`src/design/irwr_pkg.sv`:
```
// irwr_pkg: shared types, constants and the bus sequence program
// for the i2c register word reader; no dependencies
`timescale 1ns / 1ps

package irwr_pkg;

	localparam int WORD_BITS = 16;
	localparam int BIT_IDX_W = $clog2(WORD_BITS + 1);
	localparam int TX_BITS   = 8;
	localparam int PROG_LEN  = 76;
	localparam int PC_W      = $clog2(PROG_LEN);
	localparam int CFG_IDX_W = 8;
	localparam int RD_WORD_W = 16;

	localparam logic [CFG_IDX_W-1:0] REG_DEVICE_ADDRESS = CFG_IDX_W'(0);
	localparam logic [CFG_IDX_W-1:0] REG_HALF_PERIOD    = CFG_IDX_W'(1);

	localparam logic [7:0] DEVICE_ADDRESS_RST = 8'h80;
	localparam logic [7:0] HALF_PERIOD_RST    = 8'd20;
	localparam logic [7:0] READ_BIT           = 8'h01;

	typedef enum logic [3:0] {
		OP_SDA_H,
		OP_SDA_L,
		OP_SCL_H,
		OP_SCL_L,
		OP_DLY,
		OP_TXBIT,
		OP_SAMPLE,
		OP_LOAD_W,
		OP_LOAD_P,
		OP_LOAD_R,
		OP_RXINIT,
		OP_LOOPTX,
		OP_ACKCHK,
		OP_LOOPRX,
		OP_DONE
	} op_t;

	typedef struct packed {
		op_t             op;
		logic [PC_W-1:0] tgt;
	} micro_op_t;

	typedef struct packed {
		logic       action;
		logic [7:0] reg_pointer;
		logic       sda_in;
	} item_t;

	typedef struct packed {
		logic                 scl_level;
		logic                 sda_level;
		logic                 busy_res;
		logic                 word_valid;
		logic [RD_WORD_W-1:0] read_word;
	} result_t;

	typedef struct packed {
		logic [7:0] device_address;
		logic [7:0] half_period;
	} cfg_t;

	function automatic micro_op_t mop(op_t op, int tgt);
		micro_op_t m;
		m.op  = op;
		m.tgt = PC_W'(tgt);
		return m;
	endfunction

	// bus sequence: start, write address, pointer, repeated start, read address,
	// data word with ack after the high byte and nack after the last bit, stop
	function automatic micro_op_t prog_rom(logic [PC_W-1:0] pc);
		micro_op_t m;
		unique case (pc)
			7'd0:  m = mop(OP_SDA_H, 0);
			7'd1:  m = mop(OP_SCL_H, 0);
			7'd2:  m = mop(OP_DLY, 0);
			7'd3:  m = mop(OP_SDA_L, 0);
			7'd4:  m = mop(OP_DLY, 0);
			7'd5:  m = mop(OP_SCL_L, 0);
			7'd6:  m = mop(OP_DLY, 0);
			7'd7:  m = mop(OP_LOAD_W, 0);
			7'd8:  m = mop(OP_TXBIT, 0);
			7'd9:  m = mop(OP_SCL_H, 0);
			7'd10: m = mop(OP_DLY, 0);
			7'd11: m = mop(OP_SCL_L, 0);
			7'd12: m = mop(OP_DLY, 0);
			7'd13: m = mop(OP_LOOPTX, 8);
			7'd14: m = mop(OP_SDA_H, 0);
			7'd15: m = mop(OP_SCL_H, 0);
			7'd16: m = mop(OP_DLY, 0);
			7'd17: m = mop(OP_SCL_L, 0);
			7'd18: m = mop(OP_DLY, 0);
			7'd19: m = mop(OP_LOAD_P, 0);
			7'd20: m = mop(OP_TXBIT, 0);
			7'd21: m = mop(OP_SCL_H, 0);
			7'd22: m = mop(OP_DLY, 0);
			7'd23: m = mop(OP_SCL_L, 0);
			7'd24: m = mop(OP_DLY, 0);
			7'd25: m = mop(OP_LOOPTX, 20);
			7'd26: m = mop(OP_SDA_H, 0);
			7'd27: m = mop(OP_SCL_H, 0);
			7'd28: m = mop(OP_DLY, 0);
			7'd29: m = mop(OP_SCL_L, 0);
			7'd30: m = mop(OP_DLY, 0);
			7'd31: m = mop(OP_SDA_H, 0);
			7'd32: m = mop(OP_SCL_H, 0);
			7'd33: m = mop(OP_DLY, 0);
			7'd34: m = mop(OP_SDA_L, 0);
			7'd35: m = mop(OP_DLY, 0);
			7'd36: m = mop(OP_SCL_L, 0);
			7'd37: m = mop(OP_DLY, 0);
			7'd38: m = mop(OP_LOAD_R, 0);
			7'd39: m = mop(OP_TXBIT, 0);
			7'd40: m = mop(OP_SCL_H, 0);
			7'd41: m = mop(OP_DLY, 0);
			7'd42: m = mop(OP_SCL_L, 0);
			7'd43: m = mop(OP_DLY, 0);
			7'd44: m = mop(OP_LOOPTX, 39);
			7'd45: m = mop(OP_SDA_H, 0);
			7'd46: m = mop(OP_SCL_H, 0);
			7'd47: m = mop(OP_DLY, 0);
			7'd48: m = mop(OP_SCL_L, 0);
			7'd49: m = mop(OP_DLY, 0);
			7'd50: m = mop(OP_RXINIT, 0);
			7'd51: m = mop(OP_SDA_H, 0);
			7'd52: m = mop(OP_SCL_H, 0);
			7'd53: m = mop(OP_DLY, 0);
			7'd54: m = mop(OP_SAMPLE, 0);
			7'd55: m = mop(OP_SCL_L, 0);
			7'd56: m = mop(OP_DLY, 0);
			7'd57: m = mop(OP_ACKCHK, 64);
			7'd58: m = mop(OP_SDA_L, 0);
			7'd59: m = mop(OP_SCL_H, 0);
			7'd60: m = mop(OP_DLY, 0);
			7'd61: m = mop(OP_SCL_L, 0);
			7'd62: m = mop(OP_DLY, 0);
			7'd63: m = mop(OP_SDA_H, 0);
			7'd64: m = mop(OP_LOOPRX, 52);
			7'd65: m = mop(OP_SDA_H, 0);
			7'd66: m = mop(OP_SCL_H, 0);
			7'd67: m = mop(OP_DLY, 0);
			7'd68: m = mop(OP_SCL_L, 0);
			7'd69: m = mop(OP_DLY, 0);
			7'd70: m = mop(OP_SDA_L, 0);
			7'd71: m = mop(OP_SCL_H, 0);
			7'd72: m = mop(OP_DLY, 0);
			7'd73: m = mop(OP_SDA_H, 0);
			7'd74: m = mop(OP_DLY, 0);
			default: m = mop(OP_DONE, 0);
		endcase
		return m;
	endfunction

endpackage

```
`src/design/irwr_ifs.sv`:
```
// irwr_ifs: valid/ready channel interfaces for items, results and config writes
// depends on irwr_pkg
`timescale 1ns / 1ps

interface irwr_item_if;
	import irwr_pkg::*;
	logic       valid;
	logic       ready;
	logic       action;
	logic [7:0] reg_pointer;
	logic       sda_in;
	modport source (output valid, action, reg_pointer, sda_in, input ready);
	modport sink (input valid, action, reg_pointer, sda_in, output ready);
endinterface

interface irwr_result_if;
	import irwr_pkg::*;
	logic                 valid;
	logic                 ready;
	logic                 scl_level;
	logic                 sda_level;
	logic                 busy_res;
	logic                 word_valid;
	logic [RD_WORD_W-1:0] read_word;
	modport source (output valid, scl_level, sda_level, busy_res, word_valid, read_word,
		input ready);
	modport sink (input valid, scl_level, sda_level, busy_res, word_valid, read_word,
		output ready);
endinterface

interface irwr_cfg_if;
	import irwr_pkg::*;
	logic                 valid;
	logic                 ready;
	logic [CFG_IDX_W-1:0] index;
	logic [7:0]           data;
	modport source (output valid, index, data, input ready);
	modport sink (input valid, index, data, output ready);
endinterface

```
`src/design/irwr_seq.sv`:
```
// irwr_seq: bus sequencer state and the one-tick step logic
// depends on irwr_pkg
`timescale 1ns / 1ps

module irwr_seq (
	input  logic              clk,
	input  logic              arst_n,
	input  logic              en,
	input  irwr_pkg::item_t   item,
	input  irwr_pkg::cfg_t    cfg,
	output irwr_pkg::result_t res
);
	import irwr_pkg::*;

	logic                 busy_q, busy_a, busy_n;
	logic [PC_W-1:0]      pc_q, pc_a, pc_t, pc_n;
	logic [BIT_IDX_W-1:0] bit_q, bit_a, bit_n, bit_inc;
	logic [7:0]           cnt_q, cnt_a, cnt_n, dly_base;
	logic [7:0]           tx_q, tx_n;
	logic [WORD_BITS-1:0] rx_q, rx_n;
	logic [7:0]           ptr_q, ptr_n;
	logic                 scl_q, scl_n, sda_q, sda_n;
	logic                 adv, done;
	micro_op_t            top_op, zop, lop;

	always_comb begin
		busy_a = busy_q;
		pc_a   = pc_q;
		bit_a  = bit_q;
		cnt_a  = cnt_q;
		ptr_n  = ptr_q;
		if (!busy_q && item.action) begin
			busy_a = 1'b1;
			pc_a   = '0;
			bit_a  = '0;
			cnt_a  = '0;
			ptr_n  = item.reg_pointer;
		end

		busy_n   = busy_a;
		bit_n    = bit_a;
		cnt_n    = cnt_a;
		tx_n     = tx_q;
		rx_n     = rx_q;
		scl_n    = scl_q;
		sda_n    = sda_q;
		done     = 1'b0;
		adv      = 1'b0;
		bit_inc  = bit_a + BIT_IDX_W'(1);
		dly_base = (cnt_a == 8'd0) ? ((cfg.half_period == 8'd0) ? 8'd1 : cfg.half_period)
			: cnt_a;
		top_op   = prog_rom(pc_a);

		// timed pin event
		if (busy_a) begin
			case (top_op.op)
				OP_SDA_H: begin sda_n = 1'b1; adv = 1'b1; end
				OP_SDA_L: begin sda_n = 1'b0; adv = 1'b1; end
				OP_SCL_H: begin scl_n = 1'b1; adv = 1'b1; end
				OP_SCL_L: begin scl_n = 1'b0; adv = 1'b1; end
				OP_TXBIT: begin
					sda_n = tx_q[7];
					tx_n  = {tx_q[6:0], 1'b0};
					adv   = 1'b1;
				end
				OP_SAMPLE: begin
					rx_n = {rx_q[WORD_BITS-2:0], item.sda_in};
					adv  = 1'b1;
				end
				OP_DLY: begin
					cnt_n = dly_base - 8'd1;
					adv   = (cnt_n == 8'd0);
				end
				default: adv = 1'b1;
			endcase
		end

		pc_t = adv ? pc_a + PC_W'(1) : pc_a;
		pc_n = pc_t;
		zop  = prog_rom(pc_t);
		lop  = prog_rom(zop.tgt);

		// zero-time steps that follow the event
		if (busy_a && adv) begin
			case (zop.op)
				OP_LOAD_W: begin
					tx_n  = cfg.device_address;
					bit_n = '0;
					pc_n  = pc_t + PC_W'(1);
				end
				OP_LOAD_P: begin
					tx_n  = ptr_n;
					bit_n = '0;
					pc_n  = pc_t + PC_W'(1);
				end
				OP_LOAD_R: begin
					tx_n  = cfg.device_address | READ_BIT;
					bit_n = '0;
					pc_n  = pc_t + PC_W'(1);
				end
				OP_RXINIT: begin
					rx_n  = '0;
					bit_n = '0;
					pc_n  = pc_t + PC_W'(1);
				end
				OP_LOOPTX: begin
					bit_n = bit_inc;
					pc_n  = (bit_inc < BIT_IDX_W'(TX_BITS)) ? zop.tgt : pc_t + PC_W'(1);
				end
				OP_LOOPRX: begin
					bit_n = bit_inc;
					pc_n  = (bit_inc < BIT_IDX_W'(WORD_BITS)) ? zop.tgt : pc_t + PC_W'(1);
				end
				OP_ACKCHK: begin
					if (bit_a == BIT_IDX_W'(TX_BITS - 1)) begin
						pc_n = pc_t + PC_W'(1);
					end else begin
						bit_n = bit_inc;
						pc_n  = (bit_inc < BIT_IDX_W'(WORD_BITS)) ? lop.tgt
							: zop.tgt + PC_W'(1);
					end
				end
				OP_DONE: begin
					busy_n = 1'b0;
					pc_n   = '0;
					done   = 1'b1;
				end
				default: pc_n = pc_t;
			endcase
		end

		res.scl_level  = scl_n;
		res.sda_level  = sda_n;
		res.busy_res   = busy_n;
		res.word_valid = done;
		res.read_word  = done ? RD_WORD_W'(rx_n) : '0;
	end

	always_ff @(posedge clk or negedge arst_n) begin
		if (!arst_n) begin
			busy_q <= 1'b0;
			pc_q   <= '0;
			bit_q  <= '0;
			cnt_q  <= '0;
			tx_q   <= '0;
			rx_q   <= '0;
			ptr_q  <= '0;
			scl_q  <= 1'b1;
			sda_q  <= 1'b1;
		end else if (en) begin
			busy_q <= busy_n;
			pc_q   <= pc_n;
			bit_q  <= bit_n;
			cnt_q  <= cnt_n;
			tx_q   <= tx_n;
			rx_q   <= rx_n;
			ptr_q  <= ptr_n;
			scl_q  <= scl_n;
			sda_q  <= sda_n;
		end
	end

endmodule

```
`src/design/i2c_register_word_reader.sv`:
```
// i2c_register_word_reader: tick-driven i2c master that reads one register word
// depends on irwr_pkg, irwr_ifs and irwr_seq
//
// usage: every transaction on item is one bus tick from the time base. a tick
// with action set while idle latches reg_pointer and starts the read: start,
// write address, pointer, repeated start, read address, the data word msb
// first, stop. every accepted tick yields exactly one transaction on result
// with the scl/sda drive levels after that tick and busy_res; word_valid and
// read_word are set on the completing tick only.
// cfg writes device_address (index 0) and half_period (index 1); cfg is
// always ready; the user must keep it written only while the bus is idle;
// the block does not enforce this. a tick passes the input register and
// the sequencer into the output register; one tick is accepted every cycle
// unless result stalls, limited by the sequencer's single step. a stalled
// result stays in the output register, one more tick in the input, then item backs up.
// reset: pins released, sequencer idle, registers at 0x80 and 20.
`timescale 1ns / 1ps

module i2c_register_word_reader (
	input  logic          clk,
	input  logic          arst_n,
	irwr_item_if.sink     item,
	irwr_result_if.source result,
	irwr_cfg_if.sink      cfg
);
	import irwr_pkg::*;

	logic    in_valid_s1;
	item_t   item_s1;
	logic    out_valid_q;
	result_t res_q, res_c;
	cfg_t    cfg_q;
	logic    advance;

	assign advance    = in_valid_s1 && (!out_valid_q || result.ready);
	assign item.ready = !in_valid_s1 || advance;
	assign cfg.ready  = 1'b1;

	always_ff @(posedge clk or negedge arst_n) begin
		if (!arst_n) begin
			cfg_q.device_address <= DEVICE_ADDRESS_RST;
			cfg_q.half_period    <= HALF_PERIOD_RST;
		end else if (cfg.valid) begin
			unique case (cfg.index)
				REG_DEVICE_ADDRESS: cfg_q.device_address <= cfg.data;
				REG_HALF_PERIOD:    cfg_q.half_period    <= cfg.data;
				default: ;
			endcase
		end
	end

	always_ff @(posedge clk or negedge arst_n) begin
		if (!arst_n) begin
			in_valid_s1 <= 1'b0;
		end else if (item.ready) begin
			in_valid_s1 <= item.valid;
		end
	end

	always_ff @(posedge clk) begin
		if (item.ready && item.valid) begin
			item_s1.action      <= item.action;
			item_s1.reg_pointer <= item.reg_pointer;
			item_s1.sda_in      <= item.sda_in;
		end
	end

	irwr_seq u_seq (
		.clk    (clk),
		.arst_n (arst_n),
		.en     (advance),
		.item   (item_s1),
		.cfg    (cfg_q),
		.res    (res_c)
	);

	// output register
	always_ff @(posedge clk or negedge arst_n) begin
		if (!arst_n) begin
			out_valid_q <= 1'b0;
		end else if (advance) begin
			out_valid_q <= 1'b1;
		end else if (result.ready) begin
			out_valid_q <= 1'b0;
		end
	end

	always_ff @(posedge clk) begin
		if (advance) begin
			res_q <= res_c;
		end
	end

	assign result.valid      = out_valid_q;
	assign result.scl_level  = res_q.scl_level;
	assign result.sda_level  = res_q.sda_level;
	assign result.busy_res   = res_q.busy_res;
	assign result.word_valid = res_q.word_valid;
	assign result.read_word  = res_q.read_word;

endmodule

```
`src/flat_wrapper.sv`:
```
// flat-port wrapper written by rule: the top's interface ports become plain ports
module i2c_register_word_reader_flat import irwr_pkg::*;
  (clk, arst_n, item_valid, item_action, item_reg_pointer, item_sda_in, item_ready, result_valid, result_scl_level, result_sda_level, result_busy_res, result_word_valid, result_read_word, result_ready, cfg_valid, cfg_index, cfg_data, cfg_ready);
  irwr_item_if item_i ();
  irwr_result_if result_i ();
  irwr_cfg_if cfg_i ();
  input  logic clk;
  input  logic arst_n;
  input wire logic [$bits(item_i.valid)-1:0] item_valid;
  input wire logic [$bits(item_i.action)-1:0] item_action;
  input wire logic [$bits(item_i.reg_pointer)-1:0] item_reg_pointer;
  input wire logic [$bits(item_i.sda_in)-1:0] item_sda_in;
  output wire logic [$bits(item_i.ready)-1:0] item_ready;
  output wire logic [$bits(result_i.valid)-1:0] result_valid;
  output wire logic [$bits(result_i.scl_level)-1:0] result_scl_level;
  output wire logic [$bits(result_i.sda_level)-1:0] result_sda_level;
  output wire logic [$bits(result_i.busy_res)-1:0] result_busy_res;
  output wire logic [$bits(result_i.word_valid)-1:0] result_word_valid;
  output wire logic [$bits(result_i.read_word)-1:0] result_read_word;
  input wire logic [$bits(result_i.ready)-1:0] result_ready;
  input wire logic [$bits(cfg_i.valid)-1:0] cfg_valid;
  input wire logic [$bits(cfg_i.index)-1:0] cfg_index;
  input wire logic [$bits(cfg_i.data)-1:0] cfg_data;
  output wire logic [$bits(cfg_i.ready)-1:0] cfg_ready;
  assign item_i.valid = item_valid;
  assign item_i.action = item_action;
  assign item_i.reg_pointer = item_reg_pointer;
  assign item_i.sda_in = item_sda_in;
  assign item_ready = item_i.ready;
  assign result_valid = result_i.valid;
  assign result_scl_level = result_i.scl_level;
  assign result_sda_level = result_i.sda_level;
  assign result_busy_res = result_i.busy_res;
  assign result_word_valid = result_i.word_valid;
  assign result_read_word = result_i.read_word;
  assign result_i.ready = result_ready;
  assign cfg_i.valid = cfg_valid;
  assign cfg_i.index = cfg_index;
  assign cfg_i.data = cfg_data;
  assign cfg_ready = cfg_i.ready;
  i2c_register_word_reader u_core (.clk(clk), .arst_n(arst_n), .item(item_i), .result(result_i), .cfg(cfg_i));
endmodule
```
`config.mk`:
```
export PLATFORM = sky130hd
export DESIGN_NAME = i2c_register_word_reader_flat
export DESIGN_NICKNAME = d
export VERILOG_FILES = /design/src/design/irwr_pkg.sv /design/src/design/irwr_ifs.sv /design/src/design/irwr_seq.sv /design/src/design/i2c_register_word_reader.sv /design/src/flat_wrapper.sv
export SDC_FILE = /design/constraint.sdc
export NUM_CORES = 1
export LEC_CHECK = 0
export BUFFER_PORTS_ARGS = -buffer_cell sky130_fd_sc_hd__buf_2
export CORE_UTILIZATION = 30
export DETAILED_ROUTE_END_ITERATION = 16
export MAX_ROUTING_LAYER = met4
export SYNTH_ARGS = -nofsm -noshare
export SYNTH_HDL_FRONTEND = slang
export SYNTH_MEMORY_MAX_BITS = 65536
export SYNTH_SLANG_ARGS = --single-unit
```
`constraint.sdc`:
```
create_clock -name clk -period 6.8 [get_ports clk]
set_input_delay 1.02 -clock clk [delete_from_list [all_inputs] [get_ports clk]]
set_output_delay 1.02 -clock clk [all_outputs]
set_load 0.01 [all_outputs]
```
# Word level (Yosys, flattened, before mapping)
# Memory sizes are Yosys's and may differ from the RTL's.
# Index checks and enable logic that the tools add are counted.
word_totals:
  romBits: 4224
  memories: 3
  reg_bits: 103
memory_table:
  columns: ["memory", "depth", "width", "rd", "rd_clocked_by_memory_dff", "wr", "line_no", "rtl"]
  rows:
  - ["(name not given)", 128, 11, 1, 0, 0, "irwr_pkg.sv:75", "unique case (pc)"]
  - ["(name not given)", 128, 11, 1, 0, 0, "irwr_pkg.sv:75", null]
  - ["(name not given)", 128, 11, 1, 0, 0, "irwr_pkg.sv:75", null]
classes:
  muxes: 39
  n_reduce_logical: 19
  add_sub_neg: 5
  eq_ne: 16
  order_cmp: 2
op_table:
  columns: ["op", "n"]
  rows:
  - ["2-to-1 mux 8 bit", 9]
  - ["2-to-1 mux 16 bit", 4]
  - ["2-to-1 mux 7 bit", 7]
  - ["one-hot mux 7 bit (5 select lines)", 1]
  - ["logical NOT 8 bit", 4]
  - ["== test 4 bit, second input constant", 7]
  - ["one-hot mux 8 bit (3 select lines)", 1]
  - ["adder 7 x 1 -> 7 bit, second input constant", 3]
  - ["== test 4 x 3 -> 1 bit, second input constant", 4]
  - ["2-to-1 mux 5 bit", 3]
  - ["one-hot mux 5 bit (3 select lines)", 1]
  - ["2-to-1 mux 1 bit", 11]
  - ["== test 4 x 2 -> 1 bit, second input constant", 2]
  - ["== test 8 x 1 -> 1 bit, second input constant", 1]
  - ["subtractor 8 x 1 -> 8 bit, second input constant", 1]
  - ["adder 5 x 1 -> 5 bit, second input constant", 1]
  - ["== test 5 x 3 -> 1 bit, second input constant", 1]
  - ["< comparator 5 x 4 -> 1 bit, second input constant", 1]
  - ["< comparator 5 bit, second input constant", 1]
  - ["== test 4 x 1 -> 1 bit, second input constant", 1]
  - ["logical AND 1 bit", 4]
  - ["logical NOT 4 bit", 1]
  - ["AND reduction 2 bit", 2]
  - ["OR reduction 4 bit", 1]
  - ["other kinds (6)", 9]

# Depth between registers and ports, before layout
# Gate-level depths: netlist of the first run.
# An unclocked memory read counts as a cell.
depth:
  ltp_word: 16
  ltp_mapped: 33
  mapped_depth_nobuf: 25

# Modules after synthesis
# Synthesis of the first run repeated with hierarchy kept, for this count alone.
unflattened:
  cells_unflattened: 808
  hier_area_um2: 7350.8
by_module_without_submodules:
  columns: ["mod", "instances", "cells_per_inst", "area_per_inst_um2"]
  rows:
  - ["irwr_seq", 1, 731, 5660.4]
  - ["i2c_register_word_reader", 1, 77, 1690.4]

# Worst setup path after synthesis of the first run
# No wires, ideal clock.
synth_path:
  path_kind: "register to register"
  start: "reg u_core.u_seq.busy_q"
  end: "reg u_core.u_seq.rx_q[10]"
  t_arrival_ns: 6.142
  setup_time_ns: 0.121
  path_stages_with_launch: 32
  slack_ns: 0.537
  path_cell_list: "dfrtp_1 -> buf_2 -> nand2b_4 -> buf_6 -> buf_2 -> clkbuf_1 -> nand2_1 -> inv_1 -> ha_1 -> clkbuf_1 -> mux4_2 -> nand3b_1 -> o311a_1 -> a311oi_2 -> and3_1 -> clkbuf_2 -> a31oi_4 -> clkbuf_1 -> nor2_1 -> a21oi_1 -> inv_1 -> ha_1 -> clkbuf_1 -> nor2_1 -> mux2_4 -> a211oi_2 -> o41ai_4 -> or2_1 -> nor4_2 -> o21ai_2 -> buf_2 -> a22o_1"
synth_between:
  elab_chain_len: 14
synth_rtl:
  columns: ["item", "line_no", "rtl"]
  rows:
  - ["start, declared", "irwr_seq.sv:15", "logic busy_q, busy_a, busy_n;"]
  - ["start signal, assigned", "irwr_seq.sv:151", "busy_q <= busy_n;"]
  - ["logical NOT 1 bit", "irwr_seq.sv:32", "if (!busy_q && item.action) begin"]
  - ["logical AND 1 bit", "irwr_seq.sv:32", null]
  - ["2-to-1 mux 8 bit", "irwr_seq.sv:32", null]
  - ["logical NOT 8 bit", "irwr_seq.sv:50", "dly_base = (cnt_a == 8'd0) ? ((cfg.half_period == 8'd0) ? 8'd1 : cfg.half_period)"]
  - ["2-to-1 mux 8 bit", "irwr_seq.sv:50", null]
  - ["subtractor 8 x 1 -> 8 bit", "irwr_seq.sv:71", "cnt_n = dly_base - 8'd1;"]
  - ["logical NOT 8 bit", "irwr_seq.sv:72", "adv = (cnt_n == 8'd0);"]
  - ["2-to-1 mux 1 bit", "irwr_seq.sv:56", "case (top_op.op)"]
  - ["2-to-1 mux 1 bit", "irwr_seq.sv:55", "if (busy_a) begin"]
  - ["2-to-1 mux 7 bit", "irwr_seq.sv:78", "pc_t = adv ? pc_a + PC_W'(1) : pc_a;"]
  - ["memory read (128 x 11 bit)", null, null]
  - ["== test 4 bit", "irwr_seq.sv:85", "case (zop.op)"]
  - ["2-to-1 mux 16 bit", "irwr_seq.sv:85", null]
  - ["2-to-1 mux 16 bit (*)", "irwr_seq.sv:84", "if (busy_a && adv) begin"]
  - ["end signal, assigned", "irwr_seq.sv:156", "rx_q <= rx_n;"]
  - ["end, declared", "irwr_seq.sv:20", "logic [WORD_BITS-1:0] rx_q, rx_n;"]
# Every way passes the cells marked *; elsewhere a longest branch is shown, timed or not.
# A chain may end at the register's enable or synchronous reset.

# Worst setup path after layout of the first run
layout_path:
  start: "reg u_core.u_seq.busy_q"
  end: "reg u_core.u_seq.tx_q[2]"
layout_between:
  elab_chain_len: 14
layout_rtl:
  columns: ["item", "line_no", "rtl"]
  rows:
  - ["logical NOT 1 bit", "irwr_seq.sv:32", null]
  - ["logical AND 1 bit", "irwr_seq.sv:32", null]
  - ["2-to-1 mux 8 bit", "irwr_seq.sv:32", null]
  - ["logical NOT 8 bit", "irwr_seq.sv:50", null]
  - ["2-to-1 mux 8 bit", "irwr_seq.sv:50", null]
  - ["subtractor 8 x 1 -> 8 bit", "irwr_seq.sv:71", null]
  - ["logical NOT 8 bit", "irwr_seq.sv:72", null]
  - ["2-to-1 mux 1 bit", "irwr_seq.sv:56", null]
  - ["2-to-1 mux 1 bit", "irwr_seq.sv:55", null]
  - ["2-to-1 mux 7 bit", "irwr_seq.sv:78", null]
  - ["memory read (128 x 11 bit)", null, null]
  - ["== test 4 bit / == test 4 x 3 -> 1 bit (equally long branches)", "irwr_seq.sv:85", null]
  - ["one-hot mux 8 bit (3 select lines)", "irwr_seq.sv:85", null]
  - ["2-to-1 mux 8 bit (*)", "irwr_seq.sv:84", null]
  - ["end signal, assigned", "irwr_seq.sv:155", "tx_q <= tx_n;"]
  - ["end, declared", "irwr_seq.sv:19", "logic [7:0] tx_q, tx_n;"]
# Marked as above.

==> results of run 1 <==
-- registers in the layout, summed over array words and instances (netlist names) --
| register | count |
|---|---|
| u_core.cfg_q | 16 |
| u_core.u_seq.scl_q | 1 |
| u_core.u_seq.bit_q | 5 |
| u_core.u_seq.pc_q | 7 |
| u_core.item_s1 | 10 |
| u_core.in_valid_s1 | 1 |
| u_core.u_seq.tx_q | 8 |
| u_core.u_seq.busy_q | 1 |
| u_core.result.sda_level | 1 |
| u_core.u_seq.ptr_q | 8 |
| u_core.u_seq.cnt_q | 8 |
| u_core.u_seq.sda_q | 1 |
| u_core.u_seq.rx_q | 16 |
| u_core.result.word_valid | 1 |
| u_core.result.busy_res | 1 |
| u_core.result.valid | 1 |
| u_core.result.scl_level | 1 |
| u_core.result.read_word | 16 |
-- layer usage --
layer	routed length, um	global-route usage, %
met1	9243	22.51
met4	369	5.082
met2	9036	25.22
met3	1009	2.272
met5	0	-
-- synthesized netlist by cell type, types with 10 or more instances --
cell       number  area (sq um)
nand4_1        11         68.82
inv_1          20         75.07
mux2_2         28         315.3
a211oi_1       11         82.58
mux2i_1        33         330.3
o2bb2ai_1      10         87.58
clkbuf_1       20         75.07
nand2_1        68         255.2
a22o_1         21         183.9
edfxtp_1       30         900.9
xnor2_1        12         105.1
a21oi_1        26         130.1
buf_2          14         70.07
a31oi_1        12         75.07
o21ai_0        27         135.1
ha_1           20         250.2
dfrtp_1        68          1702
nand3_1        28         140.1
nor2_1         73         274.0
-- metrics by stage --
step,std cells,util [%],setup WS (ns)
after floorplan,755,-,0.5367
after global placement,1098,33.19,0.3127
after detailed placement,1098,33.19,0.2356
after CTS,1114,34.35,0.2118
after global routing,1119,34.82,0.01400
final,1119,34.82,0.3895
-- kinds of logic after synthesis --
group	after synthesis	synth area share [%]
multiplexers	63	9.349
adder cells (fa/ha/maj)	20	3.425
flip-flops	103	37.41
other	1	0.05132
buffers and inverters	65	4.212
AND/OR/NAND/NOR	265	19.13
XOR/XNOR	18	2.569
AO/OA/AOI/OAI	220	23.85
-- what timing repair did --
action,4_1_cts,5_1_grt
endpoints found under the hold margin,0,0
resized for setup,0,11
setup buffers,0,5
setup endpoints to repair,0,42
-- worst reg2reg max path, cell delays in order, from the launching register on --
cell      delay, ns
dfrtp_1        0.49
nand2b_4       0.26
nand2_1        0.23
inv_1          0.19
ha_1           0.35
mux4_2         0.50
nand3b_1       0.17
o311a_1        0.14
a311oi_2       0.35
and3_1         0.30
a31oi_4        0.14
buf_12         0.17
xnor2_4        0.25
inv_1          0.21
ha_1           0.33
ha_1           0.24
a211oi_1       0.22
a211oi_2       0.10
o41ai_4        0.45
or2_4          0.28
nand3_2        0.19
a21oi_1        0.22
nor2_1         0.14
a221o_1        0.37
-- final timing paths --
| check | from | to | slack (ns) | cells past startpoint |
|---|---|---|---|---|
| setup / recovery | u_core.u_seq.busy_q | u_core.u_seq.tx_q[2] | 0.39 | 23 |
| hold / removal | u_core.u_seq.scl_q | u_core.u_seq.scl_q | 0.46 | 2 |
| setup reg to reg | u_core.u_seq.busy_q | u_core.u_seq.tx_q[2] | 0.39 | 23 |
| hold reg to reg | u_core.u_seq.scl_q | u_core.u_seq.scl_q | 0.46 | 2 |
| max in group asynchronous | arst_n | u_core.u_seq.cnt_q[4] | 5.38 | 1 |
| min in group asynchronous | arst_n | u_core.u_seq.rx_q[2] | 0.79 | 1 |
-- area by class of cell --
class                      instances  area (sq um)  area share, %
multi-input combinational        587          4330          52.52
sequential                       103          2734          33.16
timing repair buffer              72         425.4          5.159
tap                              319         399.1          4.841
clock buffer                      10         229.0          2.777
inverter                          22         82.58          1.002
clock inverter                     6         45.04         0.5463
==> impl_metrics.toml, run 1 <==
[sta]
fin_crit_ns = 6.410
holdWs_ns = 0.4577
setup_tns_ns = 0
finalSetupViolations = 0
fmax_mhz = 156.0
drv_slew = 0
tightest_slew_ns = 1.095
relSlewSlack_pct = 26.94
rsz0062_at_grt = "false"
post-route-period-util_pct = 94.27
hold_viol = 0
fin_skew_ns = 0.008969

[drt]
drc_errors = 0
viasPerCell = 5.620
drtPass1Iterations = 5
wl_per_cell_um = 17.57
via_count = 6289
final_antenna_net_count = 0
wl_um = 19660
drtIter0Drc = 459

[worst_setup_path]
critPathBufInv = 3
crit_required_ns = 7.03
max_stage_delay_ns = 0.50
cp-end-kind = "flip-flop"
cp.arrival_ns = 6.64
cp_top_family = "compound AO/OA/AOI/OAI gates"
startpoint_type = "flip-flop"
critical_path_class = "flip-flop to flip-flop"
worstPathMaxFanout = 12
cpMaxStageDelayCell = "mux4_2"
path_cells = "nand2b_4, nand2_1, inv_1, ha_1, mux4_2, nand3b_1, o311a_1, a311oi_2, and3_1, a31oi_4, buf_12, xnor2_4, inv_1, ha_1, ha_1, a211oi_1, a211oi_2, o41ai_4, or2_4, nand3_2, a21oi_1, nor2_1, a221o_1"
cp_common_cell = "ha_1"

[cts]
clk_pin_slew_ns = 0.07
numCtsBuffers = 9
cts_hold_buf = 0
cts_buffer_depth = 2
cts_tree = "done"
cts_root_buf = "clkbuf_16"
cts.sinks = 103
clk_latency_ns = 0.35
ctsHtreeMaxLevel = 3

[logic_synthesis]
synth-edff-count = 30
synthesis.nets = 806
syn_area_sq_um = 7307
async_reset_ff_share_pct = 70.87
syn_inst = 755
synth.ff_latch_count = 103
yosys_warnings = 0
avgSynthCellArea_sq_um = 9.678
synth_ff_type = "dfrtp_1"
yosysUniqueCellTypes = 106
synth-seq-area-share_pct = 37.41

[floorplanning]
fp.dieH_um = 158.1
rows = 56
core_area_sq_um = 23680
initial_utilization_pct = 30.85
die-area_sq_um = 24980
fp.dieW_um = 158.1
ios = 54

[global_route]
grt-ovfl-total = 0
grt_pass1_wl_um = 31510
grt_pass1_vias = 5854
antenna_found_initial = 0
grt_max_degree = 74
grtUsageTotal_pct = 16.49

[finish]
layout_commonest_cell = "nor2_1"
n_antenna_cell = 0
layout_common_cells = "71 x nor2_1, 68 x nand2_1, 68 x dfrtp_1"
stdcell_area_sq_um = 8245
drive_gt1_share_pct = 21.63
syn_to_final_growth_pct = 12.84
nFillCells = 2493
nNetsFinal = 846

[status]
status = "finished clean"

[worst_hold_path]
min_path_type = "flip-flop to flip-flop"

[place]
place_area_sq_um = 7861
place_hpwl_um = 14250
gp_congestion = 0.9517
portBuffers = 52

[job]
max_cap_viol_count = 0
Power of run 1 is left out: the tool's default activity adds up to more than one toggle a clock period on the data nets, which glitch-free logic cannot reach.
==> run 2: changes to the inputs <==
--- a/config.mk
+++ b/config.mk
@@ -8,7 +8,9 @@
 export BUFFER_PORTS_ARGS = -buffer_cell sky130_fd_sc_hd__buf_2
 export CORE_UTILIZATION = 30
 export DETAILED_ROUTE_END_ITERATION = 16
+export HOLD_SLACK_MARGIN = 0.1
 export MAX_ROUTING_LAYER = met4
+export PLACE_DENSITY = 0.48
 export SYNTH_ARGS = -nofsm -noshare
 export SYNTH_HDL_FRONTEND = slang
 export SYNTH_MEMORY_MAX_BITS = 65536
==> impl_metrics.toml, run 2 (same netlist as run 1, synthesis figures left out) <==
[floorplanning]
initial_utilization_pct = 30.85
fp.dieH_um = 158.1
ios = 54
rows = 56
core_area_sq_um = 23680
die-area_sq_um = 24980
fp.dieW_um = 158.1

[finish]
regArea_sq_um = 2734
nNetsFinal = 842
layout_commonest_cell = "nor2_1"
multiInputGateArea_sq_um = 4330
stdcell_count = 1115
syn_to_final_growth_pct = 12.96
n_antenna_cell = 0
layout_common_cells = "71 x nor2_1, 68 x dfrtp_1, 67 x nand2_1"
nFillCells = 2476
drive_gt1_share_pct = 21.61

[sta]
fmax_mhz = 156.7
relSlewSlack_pct = 28.36
drv_slew = 0
holdWs_ns = 0.4654
hold_viol = 0
rsz0062_at_grt = "false"
fin_crit_ns = 6.382
finalSetupViolations = 0
tightest_slew_ns = 1.073
post-route-period-util_pct = 93.86
fin_skew_ns = 0.01530
setup_tns_ns = 0

[drt]
via_count = 6320
wl_um = 21100
drtPass1Iterations = 5
viasPerCell = 5.668
wl_per_cell_um = 18.92
drc_errors = 0
final_antenna_net_count = 0
drtIter0Drc = 562

[place]
place_inst = 1097
portBuffers = 52
gp_congestion = 0.9131
place_hpwl_um = 15220

[global_route]
grt-ovfl-total = 0
top_usage_layer = "met2"
grt_pass1_vias = 5947
grt_use_met3_pct = 2.382
use_met2_pct = 27.08
grt_pass1_wl_um = 33510
grt_max_degree = 74
globalRouteMet1Util_pct = 24.33
antenna_found_initial = 0
grtUsageTotal_pct = 17.72

[worst_hold_path]
min_path_type = "flip-flop to flip-flop"

[worst_setup_path]
startpoint_type = "flip-flop"
cp-end-kind = "flip-flop"
critical_path_class = "flip-flop to flip-flop"
max_stage_delay_ns = 0.54
path_cells = "nand2b_4, nand2_2, inv_1, ha_1, mux4_2, nand3b_1, o311a_1, a311oi_2, and3_1, buf_4, a31oi_1, xnor2_2, nor2_1, o211a_1, a31oi_1, nand2_1, nor4_2, o21ai_2, a22o_1"
crit_required_ns = 7.03
cpMaxStageDelayCell = "xnor2_2"
worstPathMaxFanout = 20
cp.arrival_ns = 6.62
cp_common_cell = "a31oi_1"

[cts]
cts_hold_buf = 0
cts.sinks = 103
cts_tree = "done"
cts_buffer_depth = 2
clk_pin_slew_ns = 0.07
numCtsBuffers = 9
cts_root_buf = "clkbuf_16"
ctsHtreeMaxLevel = 3
clk_latency_ns = 0.35

[status]
status = "finished clean"

[job]
max_cap_viol_count = 0
==> run 2: changes by cell type in the layout (fill, tap and decap cells not counted), sizes merged <==
cell | previous run | this run
buf | 72 | 68
bufinv | 0 | 2
clkinv | 3 | 1
clkbuf | 10 | 9
inv | 24 | 25
==> run 2: final timing paths <==
path / startpoint / cells past startpoint / to / slack [ns]
worst min register to register: u_core.u_seq.scl_q / 2 / u_core.u_seq.scl_q / 0.47
max in group asynchronous: arst_n / 1 / u_core.cfg_q[6] / 5.33
worst max register to register: u_core.u_seq.busy_q / 19 / u_core.u_seq.rx_q[14] / 0.42
min in group asynchronous: arst_n / 1 / u_core.u_seq.bit_q[3] / 0.80
worst min-delay path: u_core.u_seq.scl_q / 2 / u_core.u_seq.scl_q / 0.47
worst max-delay path: u_core.u_seq.busy_q / 19 / u_core.u_seq.rx_q[14] / 0.42
==> run 2: per-layer routing <==
layer,share of wire [%],vias to the layer above,wire length [um]
met5,0,-,0
met4,1.6,0,331
met3,4.5,25,956
met2,46,209,9756
met1,48,3151,10050
li1,-,2935,-
==> run 2: final cells by class <==
class | instances | share of cell area (%)
inverter | 22 | 1.000
clock inverter | 7 | 1.213
multi-input combinational | 587 | 52.46
clock buffer | 9 | 2.729
tap | 319 | 4.836
timing repair buffer | 68 | 4.638
sequential | 103 | 33.12
==> run 2: worst max-delay path: cells and delay by family, from the launching register on <==
family | cells | cell delay (ns)
buf+inv | 2 | 0.36
fa+ha+maj | 1 | 0.37
compound gates | 7 | 1.84
simple gates | 7 | 2.14
mux | 1 | 0.50
flops | 1 | 0.48
xor+xnor | 1 | 0.54
==> run 2: timing repair <==
item                                    4_1_cts  5_1_grt
buffers inserted                              0        2
endpoints found under the setup margin        0       36
resized for setup                             0       12
==> run 2: metrics by stage <==
stage	util, %	worst slack [ns]	cell area (sq um)
6_report	34.85	0.4176	8254
5_1_grt	34.85	0.03746	8254
4_1_cts	34.54	0.1507	8179
3_5_place_dp	33.16	0.1788	7854
3_3_place_gp	33.16	0.3015	7854
2_1_floorplan	-	0.5367	7307
Power of run 2 is left out for the same reason.
==> run 3: changes to the inputs <==
==> constraint.sdc (replaced) <==
create_clock -name clk -period 6.5 [get_ports clk]
set_input_delay 0.975 -clock clk [delete_from_list [all_inputs] [get_ports clk]]
set_output_delay 0.975 -clock clk [all_outputs]
set_load 0.01 [all_outputs]
==> impl_metrics.toml, run 3 (same netlist as run 1, synthesis figures left out) <==
[drt]
drc_errors = 0
wl_per_cell_um = 18.23
drtIter0Drc = 512
drtPass1Iterations = 5
final_antenna_net_count = 0
via_count = 6241
viasPerCell = 5.552
wl_um = 20490

[cts]
cts_root_buf = "clkbuf_16"
clk_pin_slew_ns = 0.07
clk_latency_ns = 0.35
numCtsBuffers = 9
cts_tree = "done"
cts_hold_buf = 0
cts.sinks = 103
cts_buffer_depth = 2
ctsHtreeMaxLevel = 3

[global_route]
grt-ovfl-total = 0
antenna_found_initial = 1
grtUsageTotal_pct = 17.25
grt_max_degree = 74
grt_pass1_wl_um = 32700
grt_pass1_vias = 5933

[job]
max_cap_viol_count = 0

[worst_setup_path]
critical_path_class = "flip-flop to flip-flop"
cp-end-kind = "flip-flop"
worstPathMaxFanout = 15
crit_required_ns = 6.70
startpoint_type = "flip-flop"
cp.arrival_ns = 6.36

[sta]
setup_tns_ns = 0
post-route-period-util_pct = 94.87
fin_skew_ns = 0.01047
drv_slew = 0
relSlewSlack_pct = 25.27
hold_viol = 0
fmax_mhz = 162.2
tightest_slew_ns = 1.120
fin_crit_ns = 6.166
rsz0062_at_grt = "false"
finalSetupViolations = 0

[finish]
multiInputGateArea_sq_um = 4293
syn_to_final_growth_pct = 12.79
layout_commonest_cell = "nor2_1"
regArea_sq_um = 2734
nNetsFinal = 850
drive_gt1_share_pct = 21.89
layout_common_cells = "72 x nor2_1, 68 x nand2_1, 68 x dfrtp_1"
nFillCells = 2467

[floorplanning]
initial_utilization_pct = 30.85
die-area_sq_um = 24980
fp.dieH_um = 158.1
core_area_sq_um = 23680
rows = 56
ios = 54
fp.dieW_um = 158.1

[worst_hold_path]
min_path_type = "flip-flop to flip-flop"

[place]
portBuffers = 52
place_hpwl_um = 15030
gp_congestion = 0.8957

[status]
status = "finished clean"
==> run 3: cell types whose count changed in the layout (fill, tap and decap cells not counted), sizes merged <==
cell and change:
buf +8, bufinv -2, clkbuf +1, clkinv +1, clkinvlp -1, diode +1, inv +1
==> run 3: path summary, 6_finish.rpt <==
check,startpoint,end,slack (ns),depth (start not counted)
max in group asynchronous,arst_n,u_core.cfg_q[7],5.11,1
hold reg to reg,u_core.u_seq.sda_q,u_core.u_seq.sda_q,0.46,2
hold / removal,u_core.u_seq.sda_q,u_core.u_seq.sda_q,0.46,2
setup reg to reg,u_core.item_s1[9],u_core.u_seq.pc_q[3],0.33,22
setup / recovery,u_core.item_s1[9],u_core.u_seq.pc_q[3],0.33,22
min in group asynchronous,arst_n,u_core.u_seq.rx_q[3],0.75,1
==> run 3: metal layers <==
metal  track usage, %  part of all wire [%]  up-vias
li1                 -                     -     2972
met2            26.03                    46      204
met5                -                     0        -
met4            5.311                   1.9        0
met1            24.03                    48     3040
met3            2.053                   4.8       25
==> run 3: worst max-delay path, cell delays in order (launching register included) <==
cell      delay (ns)
edfxtp_1        0.45
nand2b_4        0.17
nand2_1         0.25
inv_1           0.17
ha_1            0.34
ha_1            0.24
o311a_1         0.32
or3_1           0.39
a21oi_4         0.36
a31oi_4         0.22
a21oi_2         0.32
ha_1            0.45
nand2_1         0.09
o22ai_1         0.13
o21ai_0         0.09
a21boi_0        0.21
and4b_1         0.29
and2_1          0.32
buf_4           0.25
a21oi_1         0.25
o31ai_1         0.11
a221oi_1        0.42
a31oi_1         0.18
==> run 3: metrics by stage <==
step	instance area, sq um	worst slack [ns]	std cells	utilization [%]	hold WS [ns]
after floorplan	7307	0.2367	755	-	0.4375
after global placement	7929	0.4156	1107	33.48	0.4498
after detailed placement	7929	0.2804	1107	33.48	0.4526
after CTS	8217	0.2477	1123	34.69	0.4649
after global routing	8242	0.01794	1124	34.80	0.4799
final	8242	0.3336	1124	34.80	0.4619
==> run 3: area by class of cell <==
type	instances	share of cell area, %
Timing Repair Buffer	76	5.374
Clock inverter	6	0.5921
Sequential cell	103	33.17
Clock buffer	10	2.900
Tap cell	319	4.843
Antenna cell	1	0.03036
Inverter	22	1.002
Multi-Input combinational cell	587	52.09
==> run 3: timing repair <==
item / CTS / global route
resized for setup: 0 / 5
buffers inserted: 0 / 0
endpoints found under the setup margin: 0 / 35
Power of run 3 is left out for the same reason.
